### config.mk
export PLATFORM = sky130hd
export DESIGN_NAME = rbb_lane
export DESIGN_NICKNAME = d
export VERILOG_FILES = /design/src/rgb_box_blur_3x3_macros.svh /design/src/rbb_pkg.sv /design/src/rbb_lane.sv
export SDC_FILE = /design/constraint.sdc
export NUM_CORES = 1
export LEC_CHECK = 0
export BUFFER_PORTS_ARGS = -buffer_cell sky130_fd_sc_hd__buf_2
export CORE_MARGIN = 2
export CORE_UTILIZATION = 45
export CTS_CLUSTER_SIZE = 16
export DETAILED_ROUTE_END_ITERATION = 12
export PLACE_DENSITY = 0.67
export SLEW_MARGIN = 5
export SYNTH_ARGS = -nofsm -noshare
export SYNTH_HDL_FRONTEND = slang
export SYNTH_SLANG_ARGS = --single-unit
### constraint.sdc
create_clock -name clk -period 9.4 [get_ports clk]
set_input_delay 0.94 -clock clk [delete_from_list [all_inputs] [get_ports clk]]
set_output_delay 0.94 -clock clk [all_outputs]
set_load 0.02 [all_outputs]
### src/rgb_box_blur_3x3_macros.svh
// ----------------------------------------------------------------------------
// rgb_box_blur_3x3 assertion macros
// Shared property forms for the blur block checks.
// ----------------------------------------------------------------------------
`ifndef RGB_BOX_BLUR_3X3_MACROS_SVH
`define RGB_BOX_BLUR_3X3_MACROS_SVH

// same-cycle implication
`define RBB_ASSERT_NOW(label, clk, rst, ante, cons, msg) \
  label: assert property (@(posedge clk) disable iff (rst) (ante) |-> (cons)) \
    else $error(msg);

// next-cycle implication
`define RBB_ASSERT_NEXT(label, clk, rst, ante, cons, msg) \
  label: assert property (@(posedge clk) disable iff (rst) (ante) |=> (cons)) \
    else $error(msg);

`endif

### src/rbb_pkg.sv
// ----------------------------------------------------------------------------
// rbb_pkg
// Types and constants shared by the RGB 3x3 box blur modules.
// ----------------------------------------------------------------------------
package rbb_pkg;

  localparam int MAX_WIDTH  = 2048;
  localparam int ADDR_W     = $clog2(MAX_WIDTH);
  localparam int WID_W      = $clog2(MAX_WIDTH + 1);
  localparam int PEND_W     = $clog2(MAX_WIDTH + 2);
  localparam int CFG_W      = 12;
  localparam int ROW_W      = 12;
  localparam int CH_W       = 8;
  localparam int LANES      = 3;
  localparam int PIX_W      = CH_W * LANES;
  localparam int TAPS       = 9;
  localparam int FIFO_DEPTH = 8;
  localparam int FIFO_AW    = $clog2(FIFO_DEPTH);
  localparam int OCC_W      = $clog2(FIFO_DEPTH + 1);
  localparam int CFG_IDX_W  = 1;

  localparam logic [CFG_W-1:0] WIDTH_RESET  = 12'd640;
  localparam logic [CFG_W-1:0] HEIGHT_RESET = 12'd480;

  typedef enum logic [CFG_IDX_W-1:0] {
    REG_FRAME_WIDTH,
    REG_FRAME_HEIGHT
  } cfg_reg_t;

  typedef struct packed {
    logic            command;
    logic [CH_W-1:0] red_in;
    logic [CH_W-1:0] green_in;
    logic [CH_W-1:0] blue_in;
  } pix_in_t;

  typedef struct packed {
    logic [CH_W-1:0] red_out;
    logic [CH_W-1:0] green_out;
    logic [CH_W-1:0] blue_out;
    logic            frame_end;
  } pix_out_t;

  typedef struct packed {
    logic valid;
    logic emit;
    logic blur;
    logic last;
  } ctrl_t;

  typedef logic [TAPS-1:0][PIX_W-1:0] window_t;
  typedef logic [TAPS-1:0][CH_W-1:0]  taps_t;
  typedef logic [LANES-1:0][CH_W-1:0] lane_res_t;

endpackage

### src/rbb_lane.sv
// ----------------------------------------------------------------------------
// rbb_lane
// One color channel: nine-tap sum, then floor divide by nine or pass center.
// ----------------------------------------------------------------------------
module rbb_lane (
  input  logic                     clk,
  input  rbb_pkg::taps_t           taps,
  input  logic                     blur,
  output logic [rbb_pkg::CH_W-1:0] res
);

  localparam int SUM_W      = rbb_pkg::CH_W + 4;
  localparam int DIV_SHIFT  = 14;
  localparam int DIV_MUL    = ((1 << DIV_SHIFT) + 8) / 9;
  localparam int MUL_W      = $clog2(DIV_MUL + 1);
  localparam int PROD_W     = SUM_W + MUL_W;

  logic [SUM_W-1:0]        sum_c;
  logic [SUM_W-1:0]        sum;
  logic [rbb_pkg::CH_W-1:0] center;
  logic                    blur_d;
  logic [PROD_W-1:0]       prod;

  always_comb begin
    sum_c = '0;
    for (int i = 0; i < rbb_pkg::TAPS; i++) begin
      sum_c = sum_c + SUM_W'(taps[i]);
    end
  end

  assign prod = PROD_W'(sum) * PROD_W'(DIV_MUL);

  always_ff @(posedge clk) begin
    sum    <= sum_c;
    center <= taps[4];
    blur_d <= blur;
    res    <= blur_d ? prod[DIV_SHIFT +: rbb_pkg::CH_W] : center;
  end

endmodule

==> results.txt <==
The length of the first detailed-routing pass in iterations came out at 4. The cell count after synthesis came out at roughly 400. The setup check on the worst reg-to-reg path leaves a slack of 4590 ps. The first routing iteration left 89 violations. For the pin with the worst max-slew slack, the measured transition is 555 ps.

Setup violations remaining at the end of the flow were counted as 0. The clock latency reported for the late side of the worst-skew pair came out at 280 ps. In the routed design, unresolved DRC markers number 0.

The sum of negative setup slack is 0 ps. The layout has 846 filler cells. The overall fraction of global-route tracks in use came out at 0.180.

The synthesized design contains 29 register bits. The worst hold path class is register to register. The global route total overflow came out at 0. For this design, the CTS-stage hold fixing added 0 buffers.

The worst clock skew came out at 5.96 ps. The number of hold violations in the final report is 0. In this run the deepest clock path goes through 2 buffers.

The library cell occupying the most area in the post-synthesis netlist is sky130_fd_sc_hd__fa_1. The run finished with clean final reports. The CTS tree is yes. The floorplan step set the die height to about 100 µm. Entering global routing, the biggest net connects 18 pins. The worst-path maximum fanout is 7. The share of the clock period used by the worst path after layout came out at 0.512. The layout net count came out at 723. The number of clock buffers added by TritonCTS is 5. The mapped netlist covers 4360 µm². The count of synthesis-stage warnings from yosys came out at 0. The tree is rooted in a sky130_fd_sc_hd__clkbuf_8. The area added between synthesis and finish came out at 15.4%. The core region is 9330 µm².

The number of antenna violations at the first check in global routing is 0. Using the TritonRoute via totals, the vias-per-cell ratio works out to approximately 5. After detailed routing, the total wire length is 8.75 mm. The tightest slew margin relative to the limit is 0.630.

The area of the die is 10500 µm². The clock net in this run drives a total of 29 sinks. The share of final-layout standard cells stronger than drive strength 1 is 0.199. The share of synthesized area occupied by flip-flops and latches came out at 0.133.

The wire length of the first global-routing pass came out at 14.5 mm. The post-place instance area is around 5000 µm². STA classifies the critical path endpoint as a register. Max-cap violations in this run came to 0. After clock tree synthesis, the clock-pin slew on the worst setup and hold paths is 70 ps. The minimum period implied by the final worst setup slack came out at 4810 ps.

The final non-filler cell area is 5030 µm². Dividing the detail-routed wire length by the instance count gives 14.2 µm. The quantity of gates resized following cts is 0.

After synthesis, the mean cell area works out to 10.9 µm². The count of nets left with antenna violations once routing finished came out at 0. The most common cell after layout, fill and taps aside is sky130_fd_sc_hd__inv_1. The worst setup path is launched from a register. The buffer count from post-CTS setup fixing came out at 0. At the worst endpoint, the arrival time is 4990 ps.

The maximum level of the CTS H-tree is 2. The initial core utilization came out at 0.468. 0 antenna diodes ended up in the layout. Yosys attributes the largest share of cell area to sky130_fd_sc_hd__fa_1, sky130_fd_sc_hd__ha_1, sky130_fd_sc_hd__dfxtp_1, sky130_fd_sc_hd__inv_1, sky130_fd_sc_hd__a21oi_1. The x dimension of the die is 102 µm. Based on the critical path, the design can be clocked at up to 0.208 GHz.

The total number of vias came out at 3014. The worst path meets setup with between 4000 and 5000 ps of slack. 82 I/O pins were placed. The placement-stage worst setup slack came out at 4460 ps. The count of final max-slew check failures is 0.

The quantity of I/O buffers inserted on ports is 81. The top cell types in the final layout, fill and taps aside, are sky130_fd_sc_hd__inv_1, sky130_fd_sc_hd__fa_1, sky130_fd_sc_hd__buf_2. The number of global-route vias before repair came out at 3179. Setup repair after global routing left no endpoint under its margin. The congestion estimate from routability-driven global placement came to 0.893. The classification of the worst setup path is register to register. Data on the critical path is required at its endpoint by 9570 ps. Row generation in the floorplan step produced 35 rows.

The HPWL after detailed placement is 8.03 mm. The synthesized netlist net count is approximately 640. The post-synthesis cell type count is 45.

The fraction of post-synthesis cell area in the top cell type by area came out at 0.390.
[through the flow]
| step | instances | hold WS, ps | utilization |
|---|---|---|---|
| floorplan | 401 | 401 | - |
| global placement | 608 | 433 | 0.527 |
| detailed placement | 608 | 431 | 0.527 |
| CTS | 616 | 461 | 0.540 |
| global route | 616 | 496 | 0.540 |
| finish | 616 | 456 | 0.540 |
[worst paths after layout]
check	startpoint	endpoint	cells after the start
setup / recovery	sum[9]	res[5]	16
setup reg to reg	sum[9]	res[5]	16
hold reg to reg	center[6]	res[6]	2
hold / removal	center[6]	res[6]	2
[metal layers]
| metal | up-vias | routed length [µm] | GRT usage |
|---|---|---|---|
| met5 | - | 0 | 0 |
| met2 | 70 | 4690 | 0.328 |
| met4 | 0 | 95 | 0.0349 |
| met1 | 1466 | 3690 | 0.233 |
| li1 | 1471 | - | - |
| met3 | 7 | 277 | 0.0178 |
[cell type report]
| class | count | area [µm²] | share of cell area |
|---|---|---|---|
| clock buffers | 7 | 86.3 | 0.0171 |
| clock inverters | 1 | 30.0 | 0.00596 |
| inverters | 93 | 349 | 0.0693 |
| multi-input cells | 276 | 3420 | 0.680 |
| flip-flops and latches | 29 | 581 | 0.115 |
| well taps | 129 | 161 | 0.0321 |
| repair buffers | 81 | 405 | 0.0805 |
[logic make-up after synthesis]
family	share of synthesized area
adders and majority gates	0.614
xor gates and xnor gates	0.0221
DFF	0.133
muxes	0.00258
AOI/OAI and AO/OA	0.0880
buffers and inverters	0.0826
and+or+nand+nor	0.0579
[Yosys cell counts (all sizes together)]
cell type	instances
a21boi	2
nand4	2
o211ai	5
a211oi	1
a31o	1
o31ai	3
and3	4
nand3	6
nor2b	1
fa	85
nand4b	1
xor2	4
o21ai	9
a21o	5
and2	1
nor2	6
o2111ai	1
clkinv	1
nand2	14
a311o	2
nand2b	3
a21oi	17
o21a	1
dfxtp	29
a22o	1
a31oi	2
or2	1
inv	92
a2bb2oi	1
o311ai	1
ha	78
or4	1
mux2	1
nand3b	3
nor3	3
xnor2	7
and4	1
a2111o	1
clkbuf	3
o21bai	1
[flip-flops by register name, indices dropped and copies added, names as in the netlist]
| signal | count |
|---|---|
| sum | 12 |
| center | 8 |
| res | 8 |
| blur_d | 1 |
[critical path, stage by stage, from the launching register on]
cell	delay [ps]
sky130_fd_sc_hd__dfxtp_1	410
sky130_fd_sc_hd__inv_1	150
sky130_fd_sc_hd__fa_1	520
sky130_fd_sc_hd__inv_1	50
sky130_fd_sc_hd__ha_1	310
sky130_fd_sc_hd__fa_1	540
sky130_fd_sc_hd__inv_1	50
sky130_fd_sc_hd__fa_1	490
sky130_fd_sc_hd__fa_1	550
sky130_fd_sc_hd__inv_1	40
sky130_fd_sc_hd__ha_1	340
sky130_fd_sc_hd__and3_4	180
sky130_fd_sc_hd__and3_4	190
sky130_fd_sc_hd__a31oi_4	200
sky130_fd_sc_hd__o211ai_4	140
sky130_fd_sc_hd__and3_1	210
sky130_fd_sc_hd__a311o_1	340
Power is left out: the tool's default activity adds up to more than one toggle a clock period on the data nets, which glitch-free logic cannot reach.
