[config.mk]
export PLATFORM = sky130hd
export DESIGN_NAME = rbb_merge
export DESIGN_NICKNAME = d
export VERILOG_FILES = /design/src/rgb_box_blur_3x3_macros.svh /design/src/rbb_pkg.sv /design/src/rbb_merge.sv
export SDC_FILE = /design/constraint.sdc
export NUM_CORES = 1
export LEC_CHECK = 0
export BUFFER_PORTS_ARGS = -buffer_cell sky130_fd_sc_hd__buf_2
export CORE_MARGIN = 2
export CORE_UTILIZATION = 45
export CTS_BUF_LIST = sky130_fd_sc_hd__clkbuf_2
export CTS_CLUSTER_SIZE = 14
export DETAILED_ROUTE_END_ITERATION = 16
export SYNTH_ARGS = -nofsm -noshare
export SYNTH_HDL_FRONTEND = slang
export SYNTH_SLANG_ARGS = --single-unit
[constraint.sdc]
create_clock -name clk -period 7.16 [get_ports clk]
set_clock_uncertainty 0.15 [all_clocks]
set_input_delay 0.358 -clock clk [delete_from_list [all_inputs] [get_ports clk]]
set_output_delay 0.358 -clock clk [all_outputs]
set_load 0.02 [all_outputs]
[src/rgb_box_blur_3x3_macros.svh]
// ----------------------------------------------------------------------------
// rgb_box_blur_3x3 assertion macros
// Shared property forms for the blur block checks.
// ----------------------------------------------------------------------------
`ifndef RGB_BOX_BLUR_3X3_MACROS_SVH
`define RGB_BOX_BLUR_3X3_MACROS_SVH

// same-cycle implication
`define RBB_ASSERT_NOW(label, clk, rst, ante, cons, msg) \
  label: assert property (@(posedge clk) disable iff (rst) (ante) |-> (cons)) \
    else $error(msg);

// next-cycle implication
`define RBB_ASSERT_NEXT(label, clk, rst, ante, cons, msg) \
  label: assert property (@(posedge clk) disable iff (rst) (ante) |=> (cons)) \
    else $error(msg);

`endif

[src/rbb_pkg.sv]
// ----------------------------------------------------------------------------
// rbb_pkg
// Types and constants shared by the RGB 3x3 box blur modules.
// ----------------------------------------------------------------------------
package rbb_pkg;

  localparam int MAX_WIDTH  = 2048;
  localparam int ADDR_W     = $clog2(MAX_WIDTH);
  localparam int WID_W      = $clog2(MAX_WIDTH + 1);
  localparam int PEND_W     = $clog2(MAX_WIDTH + 2);
  localparam int CFG_W      = 12;
  localparam int ROW_W      = 12;
  localparam int CH_W       = 8;
  localparam int LANES      = 3;
  localparam int PIX_W      = CH_W * LANES;
  localparam int TAPS       = 9;
  localparam int FIFO_DEPTH = 8;
  localparam int FIFO_AW    = $clog2(FIFO_DEPTH);
  localparam int OCC_W      = $clog2(FIFO_DEPTH + 1);
  localparam int CFG_IDX_W  = 1;

  localparam logic [CFG_W-1:0] WIDTH_RESET  = 12'd640;
  localparam logic [CFG_W-1:0] HEIGHT_RESET = 12'd480;

  typedef enum logic [CFG_IDX_W-1:0] {
    REG_FRAME_WIDTH,
    REG_FRAME_HEIGHT
  } cfg_reg_t;

  typedef struct packed {
    logic            command;
    logic [CH_W-1:0] red_in;
    logic [CH_W-1:0] green_in;
    logic [CH_W-1:0] blue_in;
  } pix_in_t;

  typedef struct packed {
    logic [CH_W-1:0] red_out;
    logic [CH_W-1:0] green_out;
    logic [CH_W-1:0] blue_out;
    logic            frame_end;
  } pix_out_t;

  typedef struct packed {
    logic valid;
    logic emit;
    logic blur;
    logic last;
  } ctrl_t;

  typedef logic [TAPS-1:0][PIX_W-1:0] window_t;
  typedef logic [TAPS-1:0][CH_W-1:0]  taps_t;
  typedef logic [LANES-1:0][CH_W-1:0] lane_res_t;

endpackage

[src/rbb_merge.sv]
// ----------------------------------------------------------------------------
// rbb_merge
// Align lane results with their flags and queue finished pixels for output.
// ----------------------------------------------------------------------------
module rbb_merge (
  input  logic               clk,
  input  logic               rst,
  input  rbb_pkg::ctrl_t     w_ctrl,
  input  rbb_pkg::lane_res_t lane_res,
  input  logic               res_stall,
  output logic               res_valid,
  output rbb_pkg::pix_out_t  res
);

  rbb_pkg::ctrl_t              d1;
  rbb_pkg::ctrl_t              d2;
  rbb_pkg::pix_out_t           fifo_mem [rbb_pkg::FIFO_DEPTH];
  logic [rbb_pkg::FIFO_AW-1:0] wr_ptr;
  logic [rbb_pkg::FIFO_AW-1:0] rd_ptr;
  logic [rbb_pkg::FIFO_AW:0]   count;
  logic                        push;
  logic                        pop;
  rbb_pkg::pix_out_t           merged;

  assign push      = d2.valid && d2.emit;
  assign res_valid = count != '0;
  assign pop       = res_valid && !res_stall;
  assign res       = fifo_mem[rd_ptr];

  always_comb begin
    merged.red_out   = lane_res[0];
    merged.green_out = lane_res[1];
    merged.blue_out  = lane_res[2];
    merged.frame_end = d2.last;
  end

  always_ff @(posedge clk) begin
    if (push) begin
      fifo_mem[wr_ptr] <= merged;
    end
  end

  always_ff @(posedge clk) begin
    if (rst) begin
      d1     <= '0;
      d2     <= '0;
      wr_ptr <= '0;
      rd_ptr <= '0;
      count  <= '0;
    end else begin
      d1 <= w_ctrl;
      d2 <= d1;
      if (push) begin
        wr_ptr <= wr_ptr + 1'b1;
      end
      if (pop) begin
        rd_ptr <= rd_ptr + 1'b1;
      end
      if (push && !pop) begin
        count <= count + 1'b1;
      end else if (pop && !push) begin
        count <= count - 1'b1;
      end
    end
  end

endmodule

==> run summary, run 1 <==
Clock-pin slew on the worst setup and hold paths -> 0.10 ns
Kind of cell with the highest combined delay on the critical path -> multiplexers
Leading cell type in the layout, fill and taps excluded -> sky130_fd_sc_hd__edfxtp_1
Final period util -> 49.5%
Max Clk Rate -> 0.282 GHz
Core box area -> 18,600 um2
Sort of element at the start of the critical path -> register
# IOs -> 57
Hold path start -> lane_res[10]
TritonCTS clock tree -> yes
Leakage power of the design -> 3.43 nW
Biggest area consumer among synthesized cells -> sky130_fd_sc_hd__edfxtp_1
Deepest level of the CTS H-tree -> 2
Number of buffers inserted during clock tree synthesis -> 53
Reg-to-reg slack, setup -> 4.27 ns
Met1 wire length -> 6810 um
Routed via count -> 4,042
Post-route ant nets -> 0
Number of sinks handled by clock tree synthesis -> 219
# diodes -> 0
Power density over cell area -> 280 nW/um2
Most used cells in the layout excluding fill and tap cells -> sky130_fd_sc_hd__edfxtp_1, sky130_fd_sc_hd__clkbuf_2, sky130_fd_sc_hd__buf_2
Arrival time of the worst setup path -> 3.04 ns
Number of core rows -> 50
Final RePlAce weighted congestion -> 0.779
CP max stage cell -> sky130_fd_sc_hd__mux4_1
Width of the die -> 141 um
Register bit count reported by yosys -> 219
Routed wirelength normalized by instance count -> 19.3 um
Met2 WL -> 7560 um
Vertical die dimension -> 141 um
Mean instance size in the synthesized netlist -> 22.6 um2
Violation count after the first detailed-routing iteration -> 234
Net count after synthesis -> 412
Worst hold path class -> input port to register
Summed negative setup slack over all endpoints -> 0 ns
Pin count of the biggest net entering global routing -> 51
Top layer in use -> met4
Synth top area share -> 70.8%
Cell area after placement -> 9070 um2
Clock root buffer -> sky130_fd_sc_hd__clkbuf_2
First-pass GRT wire length -> 23,800 um
Crit end category -> output port
Sequential element share of the synthesized area -> 75.3%
Die area -> 20,000 um2
Worst path required time -> 6.65 ns
Routed via count divided by cell count -> 5.11
Final core occ -> 53.3%
Number of fillers in the final layout -> 1,500
Origin of the critical flop-to-flop path -> count[1]
Total routing resource utilization after global routing -> 16.0%
Maximum fanout along the worst path -> 42
Cell types with the largest area share after synthesis -> sky130_fd_sc_hd__edfxtp_1, sky130_fd_sc_hd__mux4_1, sky130_fd_sc_hd__dfxtp_1
Minimum clock period after layout -> 3.54 ns
Area of the mapped netlist -> 8490 um2
Final cell area excluding filler cells -> 9900 um2
Hold Crit Depth -> 2
Synthesis-to-layout area growth -> 16.7%
Latest clock arrival within the worst-skew pair -> 0.76 ns
Max incr delay on CP -> 0.66 ns
Distinct cells, synth -> 25
Setup repair after global routing missed its margin -> no
Final HPWL from detailed placement -> 8080 um
Count of unresolved DRC violations after routing -> 0
Clock Tree Buf Depth -> 3
Initial cell density of the core -> 45.7%
Total number of yosys warnings -> 0
Via count of the first global-routing pass -> 4,407
Antenna violations before repair -> 0
Post-Syn Instances -> 375
Number of port buffers -> 55
Grt total ovfl -> 0
Worst r2r path cells -> 10
Final max-slew violation count -> 0
Measured slew at the worst slew-check pin -> 1.00 ns
Peak supply drop -> 0.207 mV
Run status -> completed
Path type of the worst setup path -> register to output port
Final net count -> 549
Layout cell share with drive strength beyond 1 -> 32.7%
Max-Cap Viols -> 0
Number of search-and-repair iterations in the first detailed-routing pass -> 4
Final hold violation count -> 0
Total wirelength of the detailed-routed design -> 15,300 um
Hold-critical path endpoint -> fifo_mem[5][11]
Worst-case headroom to the max-slew limit -> 33.0%
Critical register-to-register path endpoint -> count[3]
Met3 routed WL -> 679 um
Number of buffers and inverters on the critical path -> 2
Ordered cell list for the critical path -> buf_4 > mux4_1 > mux2_2 > buf_2
# setup viols final -> 0
[where the power goes]
part / switching (W) / internal (W) / leakage (nW)
Sequential: 0.0000243 / 0.00141 / 1.96
Combinational: 0.000264 / 0.000273 / 1.10
Clock: 0.000475 / 0.000323 / 0.370
[synth_stat cells]
cell,instances
sky130_fd_sc_hd__o21ai_0,1
sky130_fd_sc_hd__a211oi_1,1
sky130_fd_sc_hd__xor2_1,3
sky130_fd_sc_hd__nor2_1,15
sky130_fd_sc_hd__mux2i_1,1
sky130_fd_sc_hd__nor3b_1,1
sky130_fd_sc_hd__nand3_1,2
sky130_fd_sc_hd__ha_1,5
sky130_fd_sc_hd__fa_1,1
sky130_fd_sc_hd__buf_6,6
sky130_fd_sc_hd__a31oi_1,1
sky130_fd_sc_hd__mux4_1,50
sky130_fd_sc_hd__edfxtp_1,200
sky130_fd_sc_hd__mux2_2,26
sky130_fd_sc_hd__nor2b_1,7
sky130_fd_sc_hd__nand2_1,6
sky130_fd_sc_hd__a21oi_1,4
sky130_fd_sc_hd__dfxtp_1,19
sky130_fd_sc_hd__inv_1,4
sky130_fd_sc_hd__buf_1,7
sky130_fd_sc_hd__xnor2_1,3
sky130_fd_sc_hd__nor3_1,4
sky130_fd_sc_hd__nor4_1,2
sky130_fd_sc_hd__clkbuf_1,4
sky130_fd_sc_hd__nand2b_1,2
[through the flow]
| step | hold WS (ns) | total power (W) | cells | setup WS, ns |
|---|---|---|---|---|
| floorplan | 0.264 | 0.00188 | 375 | 3.66 |
| global placement | 0.285 | 0.00198 | 658 | 4.37 |
| detailed placement | 0.276 | 0.00199 | 658 | 4.26 |
| CTS | 0.137 | 0.00281 | 791 | 3.47 |
| global route | 0.152 | 0.00292 | 791 | 3.41 |
| finish | 0.227 | 0.00277 | 791 | 3.62 |
[worst reg2reg max path, cell delays in order (launching register included)]
cell,delay [ns]
sky130_fd_sc_hd__dfxtp_1,0.37
sky130_fd_sc_hd__nor4_1,0.56
sky130_fd_sc_hd__nor2_1,0.18
sky130_fd_sc_hd__inv_1,0.10
sky130_fd_sc_hd__ha_1,0.16
sky130_fd_sc_hd__inv_1,0.09
sky130_fd_sc_hd__ha_1,0.34
sky130_fd_sc_hd__a21oi_1,0.19
sky130_fd_sc_hd__a211oi_1,0.10
sky130_fd_sc_hd__a31oi_1,0.19
sky130_fd_sc_hd__mux2_2,0.35
[metal layers]
layer | GRT usage (%) | up-vias
li1 | - | 1895
met1 | 20.8 | 2023
met2 | 26.7 | 98
met3 | 3.78 | 26
met4 | 5.47 | 0
met5 | 0 | -
[worst max path at each step]
stage | depth (start not counted) | to | from | slack, ns
final | 4 | res[12] | register | 3.62
after global routing | 4 | res[4] | register | 3.41
after CTS | 4 | res[12] | register | 3.47
after detailed placement | 10 | count[3] | count[1] | 4.26
after global placement | 4 | res[12] | register | 4.37
after floorplan | 2 | fifo_mem[0][0] | d2[3] | 3.66
[cell type report]
class | instances | area [um2] | share of cell area (%)
Sequential cell | 219 | 6390 | 64.5
Multi-Input combinational cell | 135 | 2020 | 20.4
Timing Repair Buffer | 99 | 688 | 6.95
Clock buffer | 75 | 375 | 3.79
Tap cell | 234 | 293 | 2.96
Clock inverter | 25 | 125 | 1.26
Inverter | 4 | 15.0 | 0.152
[registers in the layout (all words and copies together) (netlist names), named ones only]
register,flops
fifo_mem,200
count,4
d1,3
d2,3
rd_ptr,3
wr_ptr,3
[logic make-up after synthesis]
logic type / share of synthesized area (%)
buffers and inverters: 1.46
multiplexers: 19.1
AND/OR/NAND/NOR: 2.18
flip-flops: 75.3
AO/OA/AOI/OAI: 0.457
adder cells (fa/ha/maj): 0.973
XOR/XNOR: 0.619
[repair_timing]
| action | CTS | global route |
|---|---|---|
| hold buffers | 33 | 0 |
| resized for setup | 0 | 0 |
| buffers inserted | 0 | 0 |
| hold endpoints to repair | 211 | 0 |
No activity file was read; power rests on OpenSTA's default activity.
==> run 2: changes to the inputs <==
==> constraint.sdc (replaced) <==
create_clock -name clk -period 3.2 [get_ports clk]
set_clock_uncertainty 0.15 [all_clocks]
set_input_delay 0.16 -clock clk [delete_from_list [all_inputs] [get_ports clk]]
set_output_delay 0.16 -clock clk [all_outputs]
set_load 0.02 [all_outputs]
==> run summary, run 2 (synthesized netlist as in run 1, its figures left out) <==
Final RePlAce weighted congestion -> 0.716 (-8.1%)
Number of fillers in the final layout -> 1,486 (-0.93%)
Cell-internal power -> 0.00456 W (+130%)
Share of total power in combinational logic -> 20.4% (+1.0 points)
Routed via count divided by cell count -> 5.24 (+2.6%)
Max incr delay on CP -> 0.71 ns (+0.05 ns)
Grt total ovfl -> 0 (unchanged)
Count of unresolved DRC violations after routing -> 0 (unchanged)
Final hold violation count -> 0 (unchanged)
Total power consumption of the routed design -> 0.00625 W (+130%)
CP max stage cell -> sky130_fd_sc_hd__dfxtp_2
Hold slack -> 0.0848 ns (-0.143 ns)
# setup viols final -> 0 (unchanged)
Leakage power of the design -> 3.57 nW (+4.0%)
Worst path depth -> 4 (unchanged)
# IOs -> 57 (unchanged)
Antenna violations before repair -> 1 (+1)
Setup repair after global routing missed its margin -> no
Peak supply drop -> 0.745 mV (+260%)
Leading cell type in the layout, fill and taps excluded -> sky130_fd_sc_hd__edfxtp_1
Largest regs -> fifo_mem: 200 flops, count: 4 flops
Origin of the critical flop-to-flop path -> count[1]
Post-route ant nets -> 0 (unchanged)
Most used cells in the layout excluding fill and tap cells -> sky130_fd_sc_hd__edfxtp_1, sky130_fd_sc_hd__clkbuf_2, sky130_fd_sc_hd__dlygate4sd3_1
Worst path required time -> 2.89 ns (-3.76 ns)
Path type of the worst setup path -> register to output port
Number of port buffers -> 55 (unchanged)
Minimum clock period after layout -> 2.91 ns
Flip-flop count of the largest register after layout -> 200 (unchanged)
Routed via count -> 4,261 (+5.4%)
Worst-case headroom to the max-slew limit -> 60.3% (+27 points)
Sort of element at the start of the critical path -> register
Width of the die -> 141 um (unchanged)
Clock root buffer -> sky130_fd_sc_hd__clkbuf_2
Register with the most flip-flops -> fifo_mem
Die area -> 20,000 um2 (unchanged)
Switching share of power -> 26.9% (-0.64 points)
Violation count after the first detailed-routing iteration -> 176 (-25%)
Worst r2r path cells -> 11 (+1)
Number of sinks handled by clock tree synthesis -> 219 (unchanged)
End of the critical path -> res[0]
Maximum fanout along the worst path -> 30 (-29%)
Crit end category -> output port
Number of search-and-repair iterations in the first detailed-routing pass -> 4 (unchanged)
Kind of cell with the highest combined delay on the critical path -> flip-flops
Number of core rows -> 50 (unchanged)
Routed wirelength normalized by instance count -> 19.2 um (-0.91%)
Clock Tree Buf Depth -> 3 (unchanged)
Core box area -> 18,600 um2 (unchanged)
Final HPWL from detailed placement -> 8090 um (+0.11%)
Final max-slew violation count -> 0 (unchanged)
Max Clk Rate -> 0.344 GHz
Via count of the first global-routing pass -> 4,526 (+2.7%)
Ordered cell list for the critical path -> buf_12 > mux4_1 > mux2_2 > buf_2
Worst hold path class -> input port to register
Run status -> completed
Part of the power in the clock network -> 28.1% (-0.7 points)
Pin count of the biggest net entering global routing -> 51 (unchanged)
TritonCTS clock tree -> yes
Clock-pin slew on the worst setup and hold paths -> 0.11 ns (about the same)
Power share of the sequential group -> 51.5% (-0.3 points)
Critical register-to-register path endpoint -> count[3]
Post-CTS Setup Bufs -> 0 (unchanged)
Max-Cap Viols -> 0 (unchanged)
Total wirelength of the detailed-routed design -> 15,600 um (+1.8%)
Arrival time of the worst setup path -> 2.60 ns (-0.44 ns)
Switching power of the nets -> 0.00168 W (+120%)
Initial cell density of the core -> 45.7% (unchanged)
Layout cell share with drive strength beyond 1 -> 32.9% (+0.20 points)
Final period util -> 90.9%
Power density over cell area -> 610 nW/um2 (+120%)
Total routing resource utilization after global routing -> 15.9% (-0.072 points)
Final net count -> 578 (+5.3%)
Number of buffers and inverters on the critical path -> 2 (unchanged)
Summed negative setup slack over all endpoints -> 0 ns (unchanged)
Number of buffers inserted during clock tree synthesis -> 53 (unchanged)
Measured slew at the worst slew-check pin -> 0.596 ns (-0.407 ns)
Synthesis-to-layout area growth -> 20.6%
First-pass GRT wire length -> 23,900 um (+0.61%)
Vertical die dimension -> 141 um (unchanged)
Reg-to-reg slack, setup -> 0.46 ns (-3.81 ns)
Latest clock arrival within the worst-skew pair -> 0.73 ns (-0.03 ns)
Deepest level of the CTS H-tree -> 2 (unchanged)
run 2: repair_timing:
| item | 4_1_cts | 5_1_grt |
|---|---|---|
| endpoints found under the hold margin | 211 | 2 |
| setup endpoints to repair | 0 | 0 |
| hold buffers | 58 | 1 |
| resized for setup | 0 | 0 |
run 2: how the worst min path moves through the flow:
stage | start | end | slack [ns] | cells after the start
after floorplan | rst | d1[0] | 0.08 | 1
after global placement | w_ctrl[0] | d1[0] | 0.23 | 2
after detailed placement | w_ctrl[2] | d1[2] | 0.23 | 2
after CTS | lane_res[21] | fifo_mem[3][6] | 0.002 | 2
after global routing | lane_res[19] | fifo_mem[6][4] | 0.006 | 2
final | lane_res[19] | fifo_mem[5][4] | 0.08 | 2
run 2: metal layers:
layer / routed length (um) / vias to the layer above / track usage, % / part of all wire, %
met1: 6990 / 2188 / 20.4 / 45
met5: 0 / - / 0 / 0
met3: 693 / 23 / 4.29 / 4.4
met4: 239 / 0 / 5.42 / 1.5
li1: - / 1959 / - / -
met2: 7660 / 91 / 26.6 / 49
run 2: power groups by stage:
stage / Sequential [W] / Clock (W) / Combinational [W]
3_3_place_gp: 0.00328 / 0 / 0.00120
3_5_place_dp: 0.00328 / 0 / 0.00123
2_1_floorplan: 0.00325 / 0 / 0.000956
6_report: 0.00322 / 0.00176 / 0.00127
5_1_grt: 0.00322 / 0.00198 / 0.00137
4_1_cts: 0.00322 / 0.00184 / 0.00129
run 2: layout make-up:
type / count / area [um2] / share of cell area [%]
Tap cell: 234 / 293 / 2.86
Sequential cell: 219 / 6390 / 62.5
Inverter: 4 / 15.0 / 0.147
Timing Repair Buffer: 128 / 1020 / 9.98
Multi-Input combinational cell: 135 / 2030 / 19.9
Antenna cell: 1 / 2.50 / 0.0245
Clock buffer: 81 / 405 / 3.96
Clock inverter: 11 / 71.3 / 0.697
run 2: stage by stage:
stage	utilization [%]	cells	area (um2)	setup slack, ns
after detailed placement	49.3	661	9160	0.489
after CTS	55.0	811	10200	0.190
after floorplan	-	375	8490	0.199
final	55.1	813	10200	0.290
after global routing	55.1	813	10200	0.0970
after global placement	49.3	661	9160	0.650
==> run 3: changes to the inputs <==
==> constraint.sdc (replaced) <==
create_clock -name clk -period 2.7 [get_ports clk]
set_clock_uncertainty 0.15 [all_clocks]
set_input_delay 0.135 -clock clk [delete_from_list [all_inputs] [get_ports clk]]
set_output_delay 0.135 -clock clk [all_outputs]
set_load 0.02 [all_outputs]
==> run summary, run 3 (synthesized netlist as in run 1, its figures left out) <==
Final RePlAce weighted congestion -> 0.745 (+4.2%)
Highest-utilization routing layer at the global route stage -> met2
Sort of element at the start of the critical path -> register
Setup repair after global routing missed its margin -> yes
Routed wirelength normalized by instance count -> 20.3 um (+6.2%)
Initial cell density of the core -> 45.7% (unchanged)
Count of unresolved DRC violations after routing -> 0 (unchanged)
Number of port buffers -> 55 (unchanged)
Violation count after the first detailed-routing iteration -> 267 (+52%)
Number of core rows -> 50 (unchanged)
Maximum fanout along the worst path -> 17 (-43%)
GR Util met2 -> 28.1% (+1.5 points)
FF+latch area -> 6390 um2 (about the same)
Largest regs -> fifo_mem: 200 flops, count: 4 flops
Path type of the worst setup path -> register to output port
Placed cell count -> 670 (+1.4%)
Die area -> 20,000 um2 (unchanged)
Post-place setup slack -> 0.0382 ns (-0.451 ns)
Max Clk Rate -> 0.372 GHz
Max-Cap Viols -> 0 (unchanged)
Most used cells in the layout excluding fill and tap cells -> sky130_fd_sc_hd__edfxtp_1, sky130_fd_sc_hd__clkbuf_2, sky130_fd_sc_hd__dlygate4sd3_1
Cell area after placement -> 9190 um2 (+0.37%)
Grt total ovfl -> 0 (unchanged)
Part of the power in the clock network -> 24.8% (-3.3 points)
Peak supply drop -> 0.534 mV (-28%)
Worst-case headroom to the max-slew limit -> 66.7% (+6.5 points)
Final HPWL from detailed placement -> 8910 um (+10%)
Crit end category -> output port
Ordered cell list for the critical path -> buf_12 > mux4_1 > mux2_2 > buf_2
Deepest level of the CTS H-tree -> 2 (unchanged)
Total wirelength of the detailed-routed design -> 16,800 um (+7.9%)
Number of search-and-repair iterations in the first detailed-routing pass -> 4 (unchanged)
Power density over cell area -> 748 nW/um2 (+23%)
Antenna violations before repair -> 1 (unchanged)
Final max-slew violation count -> 0 (unchanged)
Final period util -> 99.6%
Clock-pin slew on the worst setup and hold paths -> 0.09 ns (-0.02 ns)
Routed via count -> 4,302 (+0.96%)
Cell-internal power -> 0.00568 W (+24%)
Measured slew at the worst slew-check pin -> 0.498 ns (-0.0986 ns)
Core box area -> 18,600 um2 (unchanged)
Worst hold path class -> input port to register
Met1 usage in global routing -> 23.5% (+3.1 points)
Max incr delay on CP -> 0.56 ns (-0.15 ns)
Total power consumption of the routed design -> 0.00782 W (+25%)
Latest clock arrival within the worst-skew pair -> 0.77 ns (+0.04 ns)
Clock Tree Buf Depth -> 3 (unchanged)
Final hold violation count -> 0 (unchanged)
Pin count of the biggest net entering global routing -> 27 (-47%)
Fraction of met3 tracks used by global routing -> 4.45% (+0.17 points)
Final net count -> 596 (+3.1%)
Minimum clock period after layout -> 2.69 ns
Clock root buffer -> sky130_fd_sc_hd__clkbuf_2
Number of sinks handled by clock tree synthesis -> 219 (unchanged)
Synthesis-to-layout area growth -> 23.2%
Final cell area excluding filler cells -> 10,500 um2 (+2.2%)
Share of total power in combinational logic -> 26.3% (+5.9 points)
First-pass GRT wire length -> 26,100 um (+9.0%)
# IOs -> 57 (unchanged)
Leakage power of the design -> 3.62 nW (+1.5%)
Leading cell type in the layout, fill and taps excluded -> sky130_fd_sc_hd__edfxtp_1
Switching share of power -> 27.4% (+0.44 points)
Final core occ -> 56.3% (+1.2 points)
Hold path start -> lane_res[10]
Vertical die dimension -> 141 um (unchanged)
Register with the most flip-flops -> fifo_mem
Worst path required time -> 2.41 ns (-0.48 ns)
Flip-flop count of the largest register after layout -> 200 (unchanged)
Width of the die -> 141 um (unchanged)
CP max stage cell -> sky130_fd_sc_hd__mux4_1
Power share of the sequential group -> 48.8% (-2.7 points)
Routed via count divided by cell count -> 5.21 (-0.63%)
Post-route ant nets -> 0 (unchanged)
Switching power of the nets -> 0.00214 W (+27%)
Origin of the critical flop-to-flop path -> count[0]
# setup viols final -> 0 (unchanged)
Arrival time of the worst setup path -> 2.40 ns (-0.20 ns)
Post-layout instance count excluding filler cells -> 826 (+1.6%)
Layout cell share with drive strength beyond 1 -> 40.0% (+7.1 points)
Number of buffers inserted during clock tree synthesis -> 53 (unchanged)
Via count of the first global-routing pass -> 4,669 (+3.2%)
Total routing resource utilization after global routing -> 17.5% (+1.6 points)
PnR worst setup slack -> 0.0109 ns (-0.279 ns)
Area of the multi-input gates -> 1960 um2 (-3.6%)
Number of fillers in the final layout -> 1,473 (-0.87%)
Run status -> completed
TritonCTS clock tree -> yes
## run 3: cell type report
| type | count | area share [%] |
|---|---|---|
| multi-input cells | 135 | 18.8 |
| inverters | 4 | 0.144 |
| clock buffers | 76 | 3.64 |
| flip-flops and latches | 219 | 61.1 |
| repair buffers | 146 | 13.1 |
| well taps | 234 | 2.80 |
| clock inverters | 10 | 0.359 |
| diodes | 2 | 0.0479 |
## run 3: metal layers
metal	part of all wire [%]	up-vias	wire length [um]
li1	-	1950	-
met1	44	2210	7450
met2	49	115	8280
met3	4.9	27	822
met4	1.5	0	258
met5	0	-	0
## run 3: final timing paths
kind,end,slack (ns),depth (start not counted)
setup / recovery,res[12],0.01,4
setup reg to reg,count[3],0.19,10
hold reg to reg,d2[3],0.31,1
hold / removal,fifo_mem[6][11],0.05,2
## run 3: metrics by stage
step	hold WS (ns)	TNS, ns
6_report	0.0536	0
5_1_grt	0.0419	-2.57
4_1_cts	0.00154	-1.36
3_5_place_dp	0.205	0
3_3_place_gp	0.195	0
2_1_floorplan	0.0566	-11.83
## run 3: power by group through the flow
stage                     sequential (W)  combinational, W  clock, W
after global placement           0.00386           0.00145         0
after floorplan                  0.00385           0.00113         0
after global routing             0.00383           0.00221   0.00220
final                            0.00382           0.00206   0.00194
after CTS                        0.00381           0.00205   0.00202
after detailed placement         0.00387           0.00149         0
## run 3: worst max-delay path: cells and delay by family, from the launching register on
kind                   cells  cell delay [ns]
flip-flops                 1             0.41
buffers and inverters      2             0.36
multiplexers               2             0.87
## run 3: what timing repair did
action / in CTS / in global routing
buffers inserted: 3 / 0
gates cloned: 4 / 0
gates resized for setup: 86 / 10
hold buffers: 61 / 0
endpoints found under the hold margin: 211 / 0
endpoints found under the setup margin: 25 / 26
